File: config.mk
export PLATFORM = sky130hd
export DESIGN_NAME = serial_calendar_clock_port_flat
export DESIGN_NICKNAME = d
export VERILOG_FILES = /design/src/hdl/scc_pkg.sv /design/src/hdl/scc_stream_if.sv /design/src/hdl/scc_time_pack.sv /design/src/hdl/scc_exec.sv /design/src/hdl/serial_calendar_clock_port.sv /design/src/flat_wrapper.sv
export SDC_FILE = /design/constraint.sdc
export NUM_CORES = 1
export LEC_CHECK = 0
export BUFFER_PORTS_ARGS = -buffer_cell sky130_fd_sc_hd__buf_2
export CAP_MARGIN = 20
export CORE_ASPECT_RATIO = 1.1
export CORE_MARGIN = 3
export CORE_UTILIZATION = 50
export CTS_BUF_LIST = sky130_fd_sc_hd__clkbuf_8
export CTS_CLUSTER_DIAMETER = 80
export DETAILED_ROUTE_END_ITERATION = 6
export PLACE_DENSITY = 0.65
export SLEW_MARGIN = 20
export SYNTH_ARGS = -nofsm -noshare
export SYNTH_HDL_FRONTEND = slang
export SYNTH_SLANG_ARGS = --single-unit
export TNS_END_PERCENT = 50
File: constraint.sdc
create_clock -name i_clk -period 11.73 [get_ports i_clk]
set_input_delay 0.5865 -clock i_clk [delete_from_list [all_inputs] [get_ports i_clk]]
set_output_delay 0.5865 -clock i_clk [all_outputs]
set_load 0.01 [all_outputs]
File: src/hdl/scc_pkg.sv
// Shared types, constants and BCD helpers for the serial calendar clock port.
// No dependencies; every other file of the block but scc_stream_if imports this package.
package scc_pkg;

    // Port function codes
    localparam logic [1:0] FUNC_CMD  = 2'd0;
    localparam logic [1:0] FUNC_PORT = 2'd1;
    localparam logic [1:0] FUNC_READ = 2'd2;

    // Command codes run on a falling strobe
    localparam logic [2:0] CMD_HOLD  = 3'd0;
    localparam logic [2:0] CMD_SHIFT = 3'd1;
    localparam logic [2:0] CMD_SET   = 3'd2;
    localparam logic [2:0] CMD_READ  = 3'd3;

    // Bit positions in the written byte
    localparam int WV_DATA_BIT   = 3;
    localparam int WV_STROBE_BIT = 1;
    localparam int WV_CLOCK_BIT  = 2;

    // Width of the packed time word
    localparam int TIME_BITS = 40;

    localparam logic [4:0] READ_ONE  = 5'd16;
    localparam logic [4:0] READ_ZERO = 5'd0;

    typedef struct packed {
        logic [1:0] func;
        logic [7:0] write_value;
        logic [3:0] now_month;
        logic [2:0] now_weekday;
        logic [4:0] now_day;
        logic [4:0] now_hour;
        logic [5:0] now_minute;
        logic [5:0] now_second;
    } t_in_item;

    typedef struct packed {
        logic [4:0] read_byte;
        logic       time_set;
        logic [3:0] set_month;
        logic [3:0] set_weekday;
        logic [7:0] set_day;
        logic [7:0] set_hour;
        logic [7:0] set_minute;
        logic [7:0] set_second;
    } t_out_item;

    // Binary to two BCD digits for values below 64; divide by ten through 205/2048
    function automatic logic [7:0] bin_to_bcd(input logic [5:0] v);
        logic [13:0] prod;
        logic [2:0]  q;
        logic [6:0]  q10;
        logic [3:0]  lo;
        prod = 14'(v) * 14'd205;
        q    = prod[13:11];
        q10  = 7'(q) * 7'd10;
        lo   = 4'(7'(v) - q10);
        return {1'b0, q, lo};
    endfunction

    // Two BCD digits to binary, digits above nine taken as they are
    function automatic logic [7:0] bcd_to_bin(input logic [7:0] b);
        return 8'(8'(b[7:4]) * 8'd10) + 8'(b[3:0]);
    endfunction

endpackage

File: src/hdl/scc_stream_if.sv
// Valid/ready stream channel used for items in and results out.
// Payload type is set per instance; depends on nothing else.
interface scc_stream_if #(
    parameter type T = logic
) (
    input logic i_clk
);
    logic valid;
    logic ready;
    T     data;

    modport source (output valid, output data, input ready);
    modport sink   (input valid, input data, output ready);
endinterface

File: src/hdl/scc_time_pack.sv
// Packs the host time into the BCD layout of the output shift register.
// Depends on scc_pkg for the conversion helper and the item type.
module scc_time_pack (
    input  scc_pkg::t_in_item                    i_item,
    output logic [scc_pkg::TIME_BITS-1:0]        o_packed
);
    import scc_pkg::*;

    always_comb begin
        o_packed = {i_item.now_month,
                    1'b0, i_item.now_weekday,
                    bin_to_bcd({1'b0, i_item.now_day}),
                    bin_to_bcd({1'b0, i_item.now_hour}),
                    bin_to_bcd(i_item.now_minute),
                    bin_to_bcd(i_item.now_second)};
    end

endmodule

File: src/hdl/scc_exec.sv
// Chip state (command latch, port levels, shift registers) and per-item result.
// Depends on scc_pkg and scc_time_pack.
module scc_exec #(
    parameter int SHIFT_BITS = 40
) (
    input  logic                i_clk,
    input  logic                i_rst_n,
    input  logic                i_advance,
    input  scc_pkg::t_in_item   i_item,
    output scc_pkg::t_out_item  o_result
);
    import scc_pkg::*;

    logic [2:0]            r_cmd;
    logic                  r_data_bit;
    logic                  r_strobe;
    logic                  r_clock;
    logic                  r_shift_en;
    logic [SHIFT_BITS-1:0] r_in_shift;
    logic [SHIFT_BITS-1:0] r_out_shift;

    logic [2:0]            n_cmd;
    logic                  n_data_bit;
    logic                  n_strobe;
    logic                  n_clock;
    logic                  n_shift_en;
    logic [SHIFT_BITS-1:0] n_in_shift;
    logic [SHIFT_BITS-1:0] n_out_shift;

    logic                  port_wr;
    logic                  stb;
    logic                  cck;
    logic                  strobe_fall;
    logic                  clock_fall;
    logic                  do_set;
    logic                  do_load;
    logic [TIME_BITS-1:0]  time_word;
    logic [SHIFT_BITS-1:0] out_base;

    scc_time_pack u_pack (
        .i_item   (i_item),
        .o_packed (time_word)
    );

    always_comb begin
        port_wr     = (i_item.func == FUNC_PORT);
        stb         = i_item.write_value[WV_STROBE_BIT];
        cck         = i_item.write_value[WV_CLOCK_BIT];
        strobe_fall = port_wr && r_strobe && !stb;
        do_set      = strobe_fall && (r_cmd == CMD_SET);
        do_load     = strobe_fall && (r_cmd == CMD_READ);

        n_cmd      = r_cmd;
        n_data_bit = r_data_bit;
        n_strobe   = r_strobe;
        n_clock    = r_clock;
        n_shift_en = r_shift_en;
        if (i_item.func == FUNC_CMD) begin
            n_cmd      = i_item.write_value[2:0];
            n_data_bit = i_item.write_value[WV_DATA_BIT];
        end
        if (port_wr) begin
            n_strobe = stb;
            n_clock  = cck;
        end
        // strobe first: the command decides whether this write's clock edge shifts
        if (strobe_fall) begin
            n_shift_en = (r_cmd == CMD_SHIFT);
        end

        clock_fall = port_wr && n_shift_en && r_clock && !cck;
        out_base   = do_load ? SHIFT_BITS'(time_word) : r_out_shift;
        if (clock_fall) begin
            n_in_shift  = {r_data_bit, r_in_shift[SHIFT_BITS-1:1]};
            n_out_shift = {1'b0, out_base[SHIFT_BITS-1:1]};
        end else begin
            n_in_shift  = r_in_shift;
            n_out_shift = out_base;
        end

        o_result = '0;
        if (i_item.func == FUNC_READ) begin
            o_result.read_byte = r_out_shift[0] ? READ_ONE : READ_ZERO;
        end
        // report the input register as it stood before this write's shift
        if (do_set) begin
            o_result.time_set    = 1'b1;
            o_result.set_month   = r_in_shift[39:36];
            o_result.set_weekday = r_in_shift[35:32];
            o_result.set_day     = bcd_to_bin(r_in_shift[31:24]);
            o_result.set_hour    = bcd_to_bin(r_in_shift[23:16]);
            o_result.set_minute  = bcd_to_bin(r_in_shift[15:8]);
            o_result.set_second  = bcd_to_bin(r_in_shift[7:0]);
        end
    end

    always_ff @(posedge i_clk) begin
        if (!i_rst_n) begin
            r_cmd       <= CMD_HOLD;
            r_data_bit  <= 1'b0;
            r_strobe    <= 1'b0;
            r_clock     <= 1'b0;
            r_shift_en  <= 1'b0;
            r_in_shift  <= '0;
            r_out_shift <= '0;
        end else if (i_advance) begin
            r_cmd       <= n_cmd;
            r_data_bit  <= n_data_bit;
            r_strobe    <= n_strobe;
            r_clock     <= n_clock;
            r_shift_en  <= n_shift_en;
            r_in_shift  <= n_in_shift;
            r_out_shift <= n_out_shift;
        end
    end

    a_set_stops_shift: assert property (@(posedge i_clk) disable iff (!i_rst_n)
        i_advance && o_result.time_set |=> !r_shift_en)
        else $error("shift enable still set after time set");

    a_cmd_write_keeps_regs: assert property (@(posedge i_clk) disable iff (!i_rst_n)
        i_advance && (i_item.func == FUNC_CMD)
        |=> $stable(r_shift_en) && $stable(r_in_shift) && $stable(r_out_shift))
        else $error("command write changed shift state");

    a_read_only_on_read: assert property (@(posedge i_clk) disable iff (!i_rst_n)
        (o_result.read_byte != READ_ZERO) |-> (i_item.func == FUNC_READ))
        else $error("read byte set on a non-read item");

    a_no_shift_when_idle: assert property (@(posedge i_clk) disable iff (!i_rst_n)
        !i_advance |=> $stable(r_in_shift) && $stable(r_out_shift))
        else $error("shift registers moved without a transfer");

endmodule

File: src/hdl/serial_calendar_clock_port.sv
// Serial calendar clock port: input register, state/execute logic, result register.
// A transferred item waits in the input register and moves to the result register
// once that slot is free. Throughput: one item per cycle unless the output stalls;
// the execute logic is a single registered pass.
// Synchronous active-low reset clears the chip state and both pipeline valids.
// Depends on scc_pkg, scc_stream_if and scc_exec.
module serial_calendar_clock_port #(
    parameter int SHIFT_BITS = 40
) (
    input  logic  i_clk,
    input  logic  i_rst_n,
    scc_stream_if.sink   i_in,
    scc_stream_if.source o_out
);
    import scc_pkg::*;

    logic       r_in_valid;
    t_in_item   r_in_item;
    logic       r_out_valid;
    t_out_item  r_out_item;

    logic       advance;
    t_out_item  result;

    // move the held item into the result register whenever that slot frees up
    assign advance    = r_in_valid && (!r_out_valid || o_out.ready);
    assign i_in.ready = !r_in_valid || advance;

    scc_exec #(
        .SHIFT_BITS (SHIFT_BITS)
    ) u_exec (
        .i_clk     (i_clk),
        .i_rst_n   (i_rst_n),
        .i_advance (advance),
        .i_item    (r_in_item),
        .o_result  (result)
    );

    always_ff @(posedge i_clk) begin
        if (!i_rst_n) begin
            r_in_valid  <= 1'b0;
            r_out_valid <= 1'b0;
        end else begin
            if (i_in.ready) begin
                r_in_valid <= i_in.valid;
            end
            if (advance) begin
                r_out_valid <= 1'b1;
            end else if (o_out.ready) begin
                r_out_valid <= 1'b0;
            end
        end
    end

    always_ff @(posedge i_clk) begin
        if (i_in.valid && i_in.ready) begin
            r_in_item <= i_in.data;
        end
        if (advance) begin
            r_out_item <= result;
        end
    end

    assign o_out.valid = r_out_valid;
    assign o_out.data  = r_out_item;

endmodule

File: src/flat_wrapper.sv
// flat-port wrapper written by rule: the top's interface ports become plain ports
module serial_calendar_clock_port_flat import scc_pkg::*;
#(
    parameter int SHIFT_BITS = 40
)
  (i_clk, i_rst_n, i_in_valid, i_in_data, i_in_ready, o_out_valid, o_out_data, o_out_ready);
  scc_stream_if #(.T(t_in_item)) i_in_i (.i_clk(i_clk));
  scc_stream_if #(.T(t_out_item)) o_out_i (.i_clk(i_clk));
  input  logic i_clk;
  input  logic i_rst_n;
  input wire logic [$bits(i_in_i.valid)-1:0] i_in_valid;
  input wire logic [$bits(i_in_i.data)-1:0] i_in_data;
  output wire logic [$bits(i_in_i.ready)-1:0] i_in_ready;
  output wire logic [$bits(o_out_i.valid)-1:0] o_out_valid;
  output wire logic [$bits(o_out_i.data)-1:0] o_out_data;
  input wire logic [$bits(o_out_i.ready)-1:0] o_out_ready;
  assign i_in_i.valid = i_in_valid;
  assign i_in_i.data = i_in_data;
  assign i_in_ready = i_in_i.ready;
  assign o_out_valid = o_out_i.valid;
  assign o_out_data = o_out_i.data;
  assign o_out_i.ready = o_out_ready;
  serial_calendar_clock_port #(.SHIFT_BITS(SHIFT_BITS)) u_core (.i_clk(i_clk), .i_rst_n(i_rst_n), .i_in(i_in_i), .o_out(o_out_i));
endmodule
Word level (Yosys, flattened, before mapping)
Index checks and enable logic that the tools add are counted.

operators by class
  shift operators = 0
  multipliers = 12
  eq/ne operators = 5
  reduce and logical (&&, ||, !) cells = 22
  mux-type cells = 7
  magnitude comparators = 0
  divide/modulo/power cells = 0
  bitwise operators = 0
  add/subtract/negate cells = 8

operators by type and width
  cell                    count
  $mux W40                2
  $mux W41                1
  $add A8 B4 Y8           4
  $mul A4 B3 Y7 const B   4
  $mul A6 B8 Y14 const B  2
  $mul A5 B8 Y13 const B  2
  $sub A4 B4 Y4           4
  $logic_and A1 B1 Y1     9
  $reduce_and A2 Y1       4
  $eq A3 B2 Y1 const B    2
  $mul A2 B3 Y3 const B   2
  $mul A3 B3 Y3 const B   2
  $mux W5                 1
  $logic_not A1 Y1        4
  $reduce_bool A2 Y1      2
  $eq A3 B1 Y1 const B    1
  $mux W1                 3
  $eq A2 B1 Y1 const B    1
  $eq A2 B2 Y1 const B    1
  $logic_not A2 Y1        1
  $logic_or A1 B1 Y1      2

word-level totals
  memories kept = 0
  output and inout bits = 48
  memory bits (read-only) = 0
  memory bits (writable) = 0
  bits in latches = 0
  input port bits = 43
  register bits = 170
  logic and storage cells = 80

Depth between registers and ports, before layout
Gate-level depths: netlist of run 1.

  depth after elaboration = 9
  mapped depth = 19
  depth with buffers taken out = 19

Hierarchy
A second synthesis of run 1 with hierarchy kept.

second synthesis, totals
  cell total of the unflattened synthesis = 973
  area, all modules = 10,236.1 um^2

by module, submodules not included
  module                      times used  cells each  area an instance (um^2)
  scc_exec                    1           593         4,969.8
  serial_calendar_clock_port  1           94          2,656.3
  scc_time_pack               1           286         2,610.0

Worst setup path before layout of run 1
Ideal clock, no wire load.

  path type = reg2reg
  start = register u_core.r_in_item[4] in the netlist's numbering
  end = register u_core.u_exec.r_out_shift[3]
  slack = 7,528 ps
  arrival time = 4,141 ps
  cell stages (with the launch flop) = 18
  setup time = 62 ps
  period minus slack after synthesis = 4,202 ps
  path buffers = 0
  cells stage by stage = edfxtp_1 -> inv_1 -> ha_1 -> inv_1 -> fa_1 -> fa_1 -> ha_1 -> a2111oi_0 -> o41ai_1 -> o22ai_1 -> xnor2_1 -> ha_1 -> fa_1 -> xor2_1 -> xnor2_1 -> nand3_1 -> or3_1 -> nand3_1

between the ends
  cells in the longest elaborated chain, start to end = 5

ends and longest elaborated chain
  element                 line                              text
  from (decl)             serial_calendar_clock_port.sv:18  t_in_item r_in_item;
  from (signal assigned)  serial_calendar_clock_port.sv:57  r_in_item <= i_in.data;
  $mul A6 B8 Y14 *        scc_pkg.sv:55                     prod = 14'(v) * 14'd205;
  $mul A3 B3 Y3           scc_pkg.sv:57                     q10 = 7'(q) * 7'd10;
  $sub A4 B4 Y4           scc_pkg.sv:58                     lo = 4'(7'(v) - q10);
  $mux W40 *              scc_exec.sv:72                    out_base = do_load ? SHIFT_BITS'(time_word) : r_out_shift;
  $mux W40 *              scc_exec.sv:73                    if (clock_fall) begin
  to (signal assigned)    scc_exec.sv:113                   r_out_shift <= n_out_shift;
  to (decl)               scc_exec.sv:20                    logic [SHIFT_BITS-1:0] r_out_shift;

Every way passes the cells marked *; elsewhere a longest branch is shown, timed or not. The select of a mux whose other input is x is not followed.
A chain may end at the register's enable or synchronous reset.

Final worst setup path of run 1
  start = register u_core.r_in_item[0] in the netlist's numbering
  end = register u_core.u_exec.r_out_shift[3]

between the ends
  cells in the longest elaborated chain, start to end = 5

ends and longest elaborated chain
  element         line
  $mul A6 B8 Y14  scc_pkg.sv:55
  $mul A3 B3 Y3   scc_pkg.sv:57
  $sub A4 B4 Y4   scc_pkg.sv:58
  $mux W40 *      scc_exec.sv:72
  $mux W40 *      scc_exec.sv:73

Marks and branches as above.

==> results of run 1 <==
==> kinds of logic after synthesis <==
| family | count (synthesis) | share of synthesized area (%) |
|---|---|---|
| AND/OR/NAND/NOR | 283 | 13.3 |
| flip-flops | 166 | 42.2 |
| multiplexers | 27 | 2.82 |
| other | 1 | 0.0386 |
| XOR/XNOR | 32 | 3.03 |
| adder cells (fa/ha/maj) | 152 | 21.7 |
| AO/OA/AOI/OAI | 184 | 12.0 |
| buffers and inverters | 114 | 4.98 |
==> final cells by class <==
cell class,count,share of cell area [%]
Multi-Input combinational cell,682,48.3
Clock inverter,14,1.33
Tap cell,243,2.86
Sequential cell,166,38.5
Clock buffer,18,2.33
Inverter,72,2.54
Timing Repair Buffer,86,4.14
==> report_power, final <==
part           switching (mW)  total (mW)  internal [mW]
Combinational           0.115       0.204         0.0892
Clock                   0.219       0.398          0.179
Sequential             0.0103       0.631          0.621
Total                   0.344        1.23          0.889
==> stage by stage <==
step / cells / utilization (%)
global placement: 1249 / 54.7
CTS: 1281 / 56.8
detailed placement: 1249 / 54.7
global route: 1281 / 56.8
floorplan: 962 / -
finish: 1281 / 56.8
==> state kept, by name, summed over array words and instances, names as in the netlist <==
register                   flops
u_core.o_out.data             42
u_core.o_out.valid             1
u_core.r_in_item              35
u_core.r_in_valid              1
u_core.u_exec.r_clock          1
u_core.u_exec.r_cmd            3
u_core.u_exec.r_data_bit       1
u_core.u_exec.r_in_shift      40
u_core.u_exec.r_out_shift     40
u_core.u_exec.r_shift_en       1
u_core.u_exec.r_strobe         1
==> per-layer routing <==
metal | global-route usage (%) | wire [um]
met5 | 0 | 0
met4 | 3.96 | 149
met3 | 3.46 | 627
met2 | 29.6 | 8770
met1 | 21.7 | 8150
==> placed cells by master (no fill, tap or decap), types with 24 or more instances in the layout <==
cell type	synthesis	layout
dfxtp_1	89	89
fa_1	27	27
o21ai_0	24	24
inv_1	70	70
nand2_1	134	134
edfxtp_1	77	77
a21oi_1	86	86
buf_2	11	82
nor2_1	58	58
ha_1	125	125
mux2i_1	24	24
==> critical path, delay by kind of cell (launching register included) <==
kind	cells	cell delay, ns
adder cells (fa/ha/maj)	6	2.18
AO/OA/AOI/OAI	3	0.88
XOR/XNOR	3	0.50
flip-flops	1	0.49
AND/OR/NAND/NOR	3	0.48
==> worst max path at each step <==
stage | startpoint | endpoint | slack (ns)
finish | u_core.r_in_item[0] | u_core.u_exec.r_out_shift[3] | 7.14
global route | u_core.r_in_item[4] | u_core.u_exec.r_out_shift[3] | 6.84
CTS | u_core.r_in_item[0] | u_core.u_exec.r_out_shift[3] | 7.10
detailed placement | u_core.r_in_item[0] | u_core.u_exec.r_out_shift[3] | 7.15
global placement | u_core.r_in_item[0] | u_core.u_exec.r_out_shift[3] | 7.13
floorplan | u_core.r_in_item[4] | u_core.u_exec.r_out_shift[3] | 7.53
==> summary.txt, run 1 <==
Layout
  • Share of cells above drive strength 1: a little over an eighth
  • Post-layout instance area: about 11000 sq um
  • Area of the multi-input gates: 5140 sq um
  • FF/Latch Area: between 4000 and 5000 sq um
  • Final net count: 1220
  • Area Overhead vs Synth: 9.68%
  • Number of diodes: 0
  • Filler Cell Count: between 1500 and 2000

Critical path
  • Crit-path slowest cell: edfxtp_1
  • CP Capture Type: register
  • R2R Setup Slk: between 7 and 8 ns
  • Crit path DAT: between 4 and 5 ns
  • Worst R2R Start: u_core.r_in_item[0]
  • Type of origin of the critical path: register
  • Crit-path cells: ha_1 > fa_1 > fa_1 > ha_1 > a2111oi_0 > o41ai_1 > o22ai_1 > xnor2_1 > ha_1 > fa_1 > xor2_1 > xnor2_1 > nand3_1 > or3_1 > nand3_1
  • Reg2reg end: u_core.u_exec.r_out_shift[3]
  • CP max FO: 4
  • Data required, critical path: 12.13 ns
  • CP max stage delay: around 0.49 ns
  • CP Class: reg -> reg
  • Register-to-Register Path Depth: 15

Power and ir drop
  • Power, Total: between 1 and 1.5 mW
  • Power Dens Cells: between 100 and 150 nW/um^2
  • Peak supply drop: 0.0000641 V
  • P_leak: between 4 and 5 nW

Timing
  • Achievable frequency: about 0.22 GHz
  • RSZ-0062 raised after global routing: no
  • Tmin final: 4.59 ns
  • Fin Setup TNS: 0 ns
  • Hold WS: 0.301 ns
  • Worst setup margin: 7.14 ns
  • Final hold vios: 0
  • Final setup violating endpoints: 0
  • Slew HR: roughly a third
  • Slew Limit Fails: 0
  • Final Skew: 0.0122 ns
  • Least-Margin Pin Slew: between 1 and 1.5 ns
  • Tcrit/Tclk final: between 30% and 40%

Die
  • Core Region: approximately 19000 sq um
  • Num ports: a little over 90
  • Starting Density: between 50% and 60%
  • Die Ht: 152 um
  • Die Width: 139 um
  • Site row count: between 50 and 60
  • Die ar.: between 20000 and 25000 sq um

Clock network
  • Hold-fix buffer count after cts: 0
  • H-Tree Depth: 4
  • CTS sink cnt: 166
  • TritonCTS buffer count: 17
  • Reg clk slew, reported paths: approximately 0.09 ns
  • Clk buf depth: 2
  • Clk_lat worst skew: ~0.45 ns
  • Clock Root Buffer: clkbuf_8
  • Gates resized, CTS repair: 0
  • CTS tree: built
  • # Post-CTS Setup Buffers: 0

Yosys
  • Mapped Area: 9700 sq um
  • EDFF count, synth: a little under 80
  • Synth cell count leaders: nand2_1, ha_1, dfxtp_1
  • Post-synthesis sequential area ratio: 42.2%
  • Top_reg_cell synth: dfxtp_1
  • Synth top area cells: edfxtp_1, dfxtp_1, ha_1
  • Synth warn: 0
  • Syn Area/Cell: just over 10 sq um
  • Synth top area share: approximately a quarter
  • Area leader, netlist: edfxtp_1
  • Syn Inst Count: approximately 960
  • Cell variety after synth: between 60 and 70
  • Fraction of registers with async set/reset: 0%
  • Count leader, synth: nand2_1
  • #FFs+latches synth: 166

Route
  • Routed vias/inst: around 5.3
  • Wire per inst: 13.8 um
  • Routed vias: 6767
  • Residual antenna-violating net count after detailed routing: 0
  • WL final: between 15000 and 20000 um
  • DRT Pass-1 Iters: 5
  • Residual DRC count: 0
  • Starting DRT DRC Count: roughly 330

Min path
  • Hold path startpoint: i_in_data[8]
  • Hold endpoint: u_core.r_in_item[8]
  • Worst Hold Class: in -> reg
  • Hold path cells: 1

Global route
  • First-pass GRT wire length: slightly above 30000 um
  • Largest net degree at the start of global routing: around 70
  • Initial antenna violation count: 0
  • Vias in the first global route: 6517
  • Total global-route track usage: between 10% and 20%
  • GR Overflow Total: 0

Placement
  • DP Area: 10300 sq um
  • Setup WS pre-CTS: about 7.1 ns
  • GPL Wtd Cong: 0.853
  • I/O Buffers: 82
  • DPL Wire Length: about 13000 um

Run
  • Max-cap violations: 0

Status
  • Outcome: completed
Power figures use the tool's default switching activity.
==> run 2: changes to the inputs <==
--- a/config.mk
+++ b/config.mk
@@ -5,6 +5,7 @@
 export SDC_FILE = /design/constraint.sdc
 export NUM_CORES = 1
 export LEC_CHECK = 0
+export ABC_AREA = 1
 export BUFFER_PORTS_ARGS = -buffer_cell sky130_fd_sc_hd__buf_2
 export CAP_MARGIN = 20
 export CORE_ASPECT_RATIO = 1.1
==> constraint.sdc (replaced) <==
create_clock -name i_clk -period 4.61 [get_ports i_clk]
set_input_delay 0.2305 -clock i_clk [delete_from_list [all_inputs] [get_ports i_clk]]
set_output_delay 0.2305 -clock i_clk [all_outputs]
set_load 0.01 [all_outputs]
==> run 2 against run 1 <==
Against the previous run:
- hold slack lost 0.26 ns
- first-iteration DRC count increased by 7.9%
- maximum frequency grew 10%
- largest cell class unchanged
- flip-flop and latch count unchanged
==> summary.txt, run 2 <==
Layout
  • Final design utilization: 57.6%
  • Number of diodes: 0
  • Most frequent cells in the layout: nand2_1, inv_1, ha_1
  • Area Overhead vs Synth: 12.8%
  • Filler Cell Count: between 1500 and 2000
  • Commonest non-fill, non-tap cell in the layout: nand2_1
  • Final net count: between 1000 and 1500
  • Non-Filler Instances: 1546
  • Max FFs per register: between 40 and 50
  • Share of cells above drive strength 1: 10.9%
  • Post-layout instance area: around 11000 sq um

Critical path
  • CP max stage delay: ~0.5 ns
  • Cell family with most CP delay: adder cells
  • Crit path DAT: around 4.6 ns
  • Register-to-Register Path Depth: 20
  • CP Capture Type: register
  • Worst path bufs/invs: 2
  • Crit-path cells: ha_1 > fa_1 > fa_1 > ha_1 > a21oi_1 > nor2_1 > nor2_1 > nand3_1 > nand2_1 > inv_1 > ha_1 > fa_1 > xor2_2 > inv_1 > nand3_1 > nand2_1 > nand2_1 > nand3_1 > nand2_1 > a21oi_1
  • WP depth: 20
  • Type of origin of the critical path: register
  • Crit-path slowest cell: edfxtp_1
  • Data required, critical path: 5.00 ns
  • CP max FO: 4
  • CP Class: reg -> reg
  • Cell repeated most along the worst path: nand2_1

Yosys
  • Mapped Area: between 10000 and 15000 sq um
  • Synth cell count leaders: nand2_1, inv_1, ha_1
  • Synth warn: 0
  • Top_reg_cell synth: dfxtp_1
  • Syn Area/Cell: ~8.6 sq um
  • Cell variety after synth: 48
  • Fraction of registers with async set/reset: 0%
  • EDFF count, synth: 77
  • Area leader, netlist: edfxtp_1
  • Count leader, synth: nand2_1
  • Synth top area cells: edfxtp_1, dfxtp_1, ha_1
  • Post-synthesis sequential area ratio: about two fifths
  • Synth top area share: 22.8%
  • Syn Inst Count: roughly 1200
  • #FFs+latches synth: approximately 170

Timing
  • Achievable frequency: roughly 0.24 GHz
  • Fin Setup TNS: 0 ns
  • Slew Limit Fails: 0
  • Final hold vios: 0
  • RSZ-0062 raised after global routing: no
  • Tcrit/Tclk final: 90.3%
  • Hold WS: 0.0438 ns
  • Slew HR: between 40% and 50%
  • Tmin final: 4.16 ns
  • Final setup violating endpoints: 0
  • Least-Margin Pin Slew: 0.809 ns
  • Final Skew: 0.0147 ns

Clock network
  • # Post-CTS Setup Buffers: 0
  • CTS sink cnt: 166
  • TritonCTS buffer count: 17
  • Clock Root Buffer: clkbuf_8
  • H-Tree Depth: 4
  • CTS tree: built
  • Clk_lat worst skew: roughly 0.47 ns
  • Clk buf depth: 2
  • Reg clk slew, reported paths: approximately 0.090 ns

Route
  • Starting DRT DRC Count: around 350
  • DRT Pass-1 Iters: 5
  • Wire per inst: between 10 and 15 um
  • Residual antenna-violating net count after detailed routing: 0
  • Routed vias: 7727
  • Routed vias/inst: around 5.0
  • WL final: around 19000 um
  • Residual DRC count: 0

Min path
  • Hold path cells: 3
  • Worst Hold Class: in -> reg

Die
  • Die ar.: between 20000 and 25000 sq um
  • Num ports: 91
  • Site row count: 54
  • Die Width: 142 um
  • Die Ht: 155 um
  • Starting Density: roughly half
  • Core Region: about 20000 sq um

Run
  • Max-cap violations: 0

Global route
  • Total global-route track usage: 18.4%
  • Largest net degree at the start of global routing: 74
  • Initial antenna violation count: 0
  • Vias in the first global route: about 7500
  • GR Overflow Total: 0
  • First-pass GRT wire length: around 34000 um

Placement
  • DPL Wire Length: roughly 14000 um
  • GPL Wtd Cong: roughly 0.83
  • Cells after DPL: ~1500
  • DP Area: roughly 11000 sq um
  • I/O Buffers: 82

Power and ir drop
  • P_leak: approximately 5.4 nW
  • Peak supply drop: between 0.00015 and 0.0002 V
  • Power Dens Cells: approximately 280 nW/um^2

Status
  • Outcome: completed
-- run 2: logic make-up (layout without fill, tap and decap cells) --
group | after synthesis | after routing | synth area share (%)
AO/OA/AOI/OAI | 223 | 223 | 12.0
XOR/XNOR | 14 | 14 | 1.21
adder cells (fa/ha/maj) | 152 | 152 | 20.7
buffers and inverters | 233 | 349 | 9.34
flip-flops | 166 | 166 | 40.3
multiplexers | 4 | 4 | 0.394
other | 1 | 4 | 0.0369
AND/OR/NAND/NOR | 382 | 382 | 16.0
-- run 2: final timing paths --
path | startpoint | endpoint | slack, ns
max | u_core.r_in_item[6] | u_core.u_exec.r_out_shift[11] | 0.45
min reg2reg | u_core.u_exec.r_strobe | u_core.u_exec.r_strobe | 0.46
min | i_in_valid | u_core.r_in_valid | 0.04
max reg2reg | u_core.r_in_item[6] | u_core.u_exec.r_out_shift[11] | 0.45
-- run 2: worst reg2reg max path, cell delays in order (launching register included) --
cell      delay, ns
edfxtp_1       0.50
ha_1           0.39
fa_1           0.41
fa_1           0.49
ha_1           0.32
a21oi_1        0.18
nor2_1         0.06
nor2_1         0.12
nand3_1        0.13
nand2_1        0.14
inv_1          0.06
ha_1           0.18
fa_1           0.40
xor2_2         0.17
inv_1          0.08
nand3_1        0.08
nand2_1        0.07
nand2_1        0.05
nand3_1        0.08
nand2_1        0.05
a21oi_1        0.13
-- run 2: timing repair --
action | CTS | global route
endpoints found under the setup margin | 0 | 3
endpoints found under the hold margin | 35 | 0
resized for setup | 0 | 2
hold buffers | 35 | 0
-- run 2: cell type report --
cell class	count	area, sq um	area share (%)
clock buffer	17	234	2.04
clock inverter	15	133	1.16
inverter	192	721	6.29
multi-input combinational	779	5130	44.8
sequential	166	4090	35.8
tap	252	315	2.75
timing repair buffer	125	821	7.17
-- run 2: through the flow --
stage,power [mW],worst slack [ns]
CTS,3.26,0.358
floorplan,2.09,0.734
finish,3.23,0.448
global route,3.44,0.0254
global placement,2.23,0.478
detailed placement,2.24,0.390
-- run 2: power by group --
part | switching [mW] | internal (mW)
logic | 0.360 | 0.260
registers | 0.0266 | 1.58
clock network | 0.570 | 0.429
total | 0.957 | 2.27
-- run 2: metal layers --
layer | global-route usage (%) | routed length [um] | share of wire (%)
met5 | 0 | 0 | 0
met2 | 33.1 | 9730 | 50
met4 | 5.58 | 358 | 1.8
met3 | 3.29 | 646 | 3.3
met1 | 22.5 | 8690 | 45
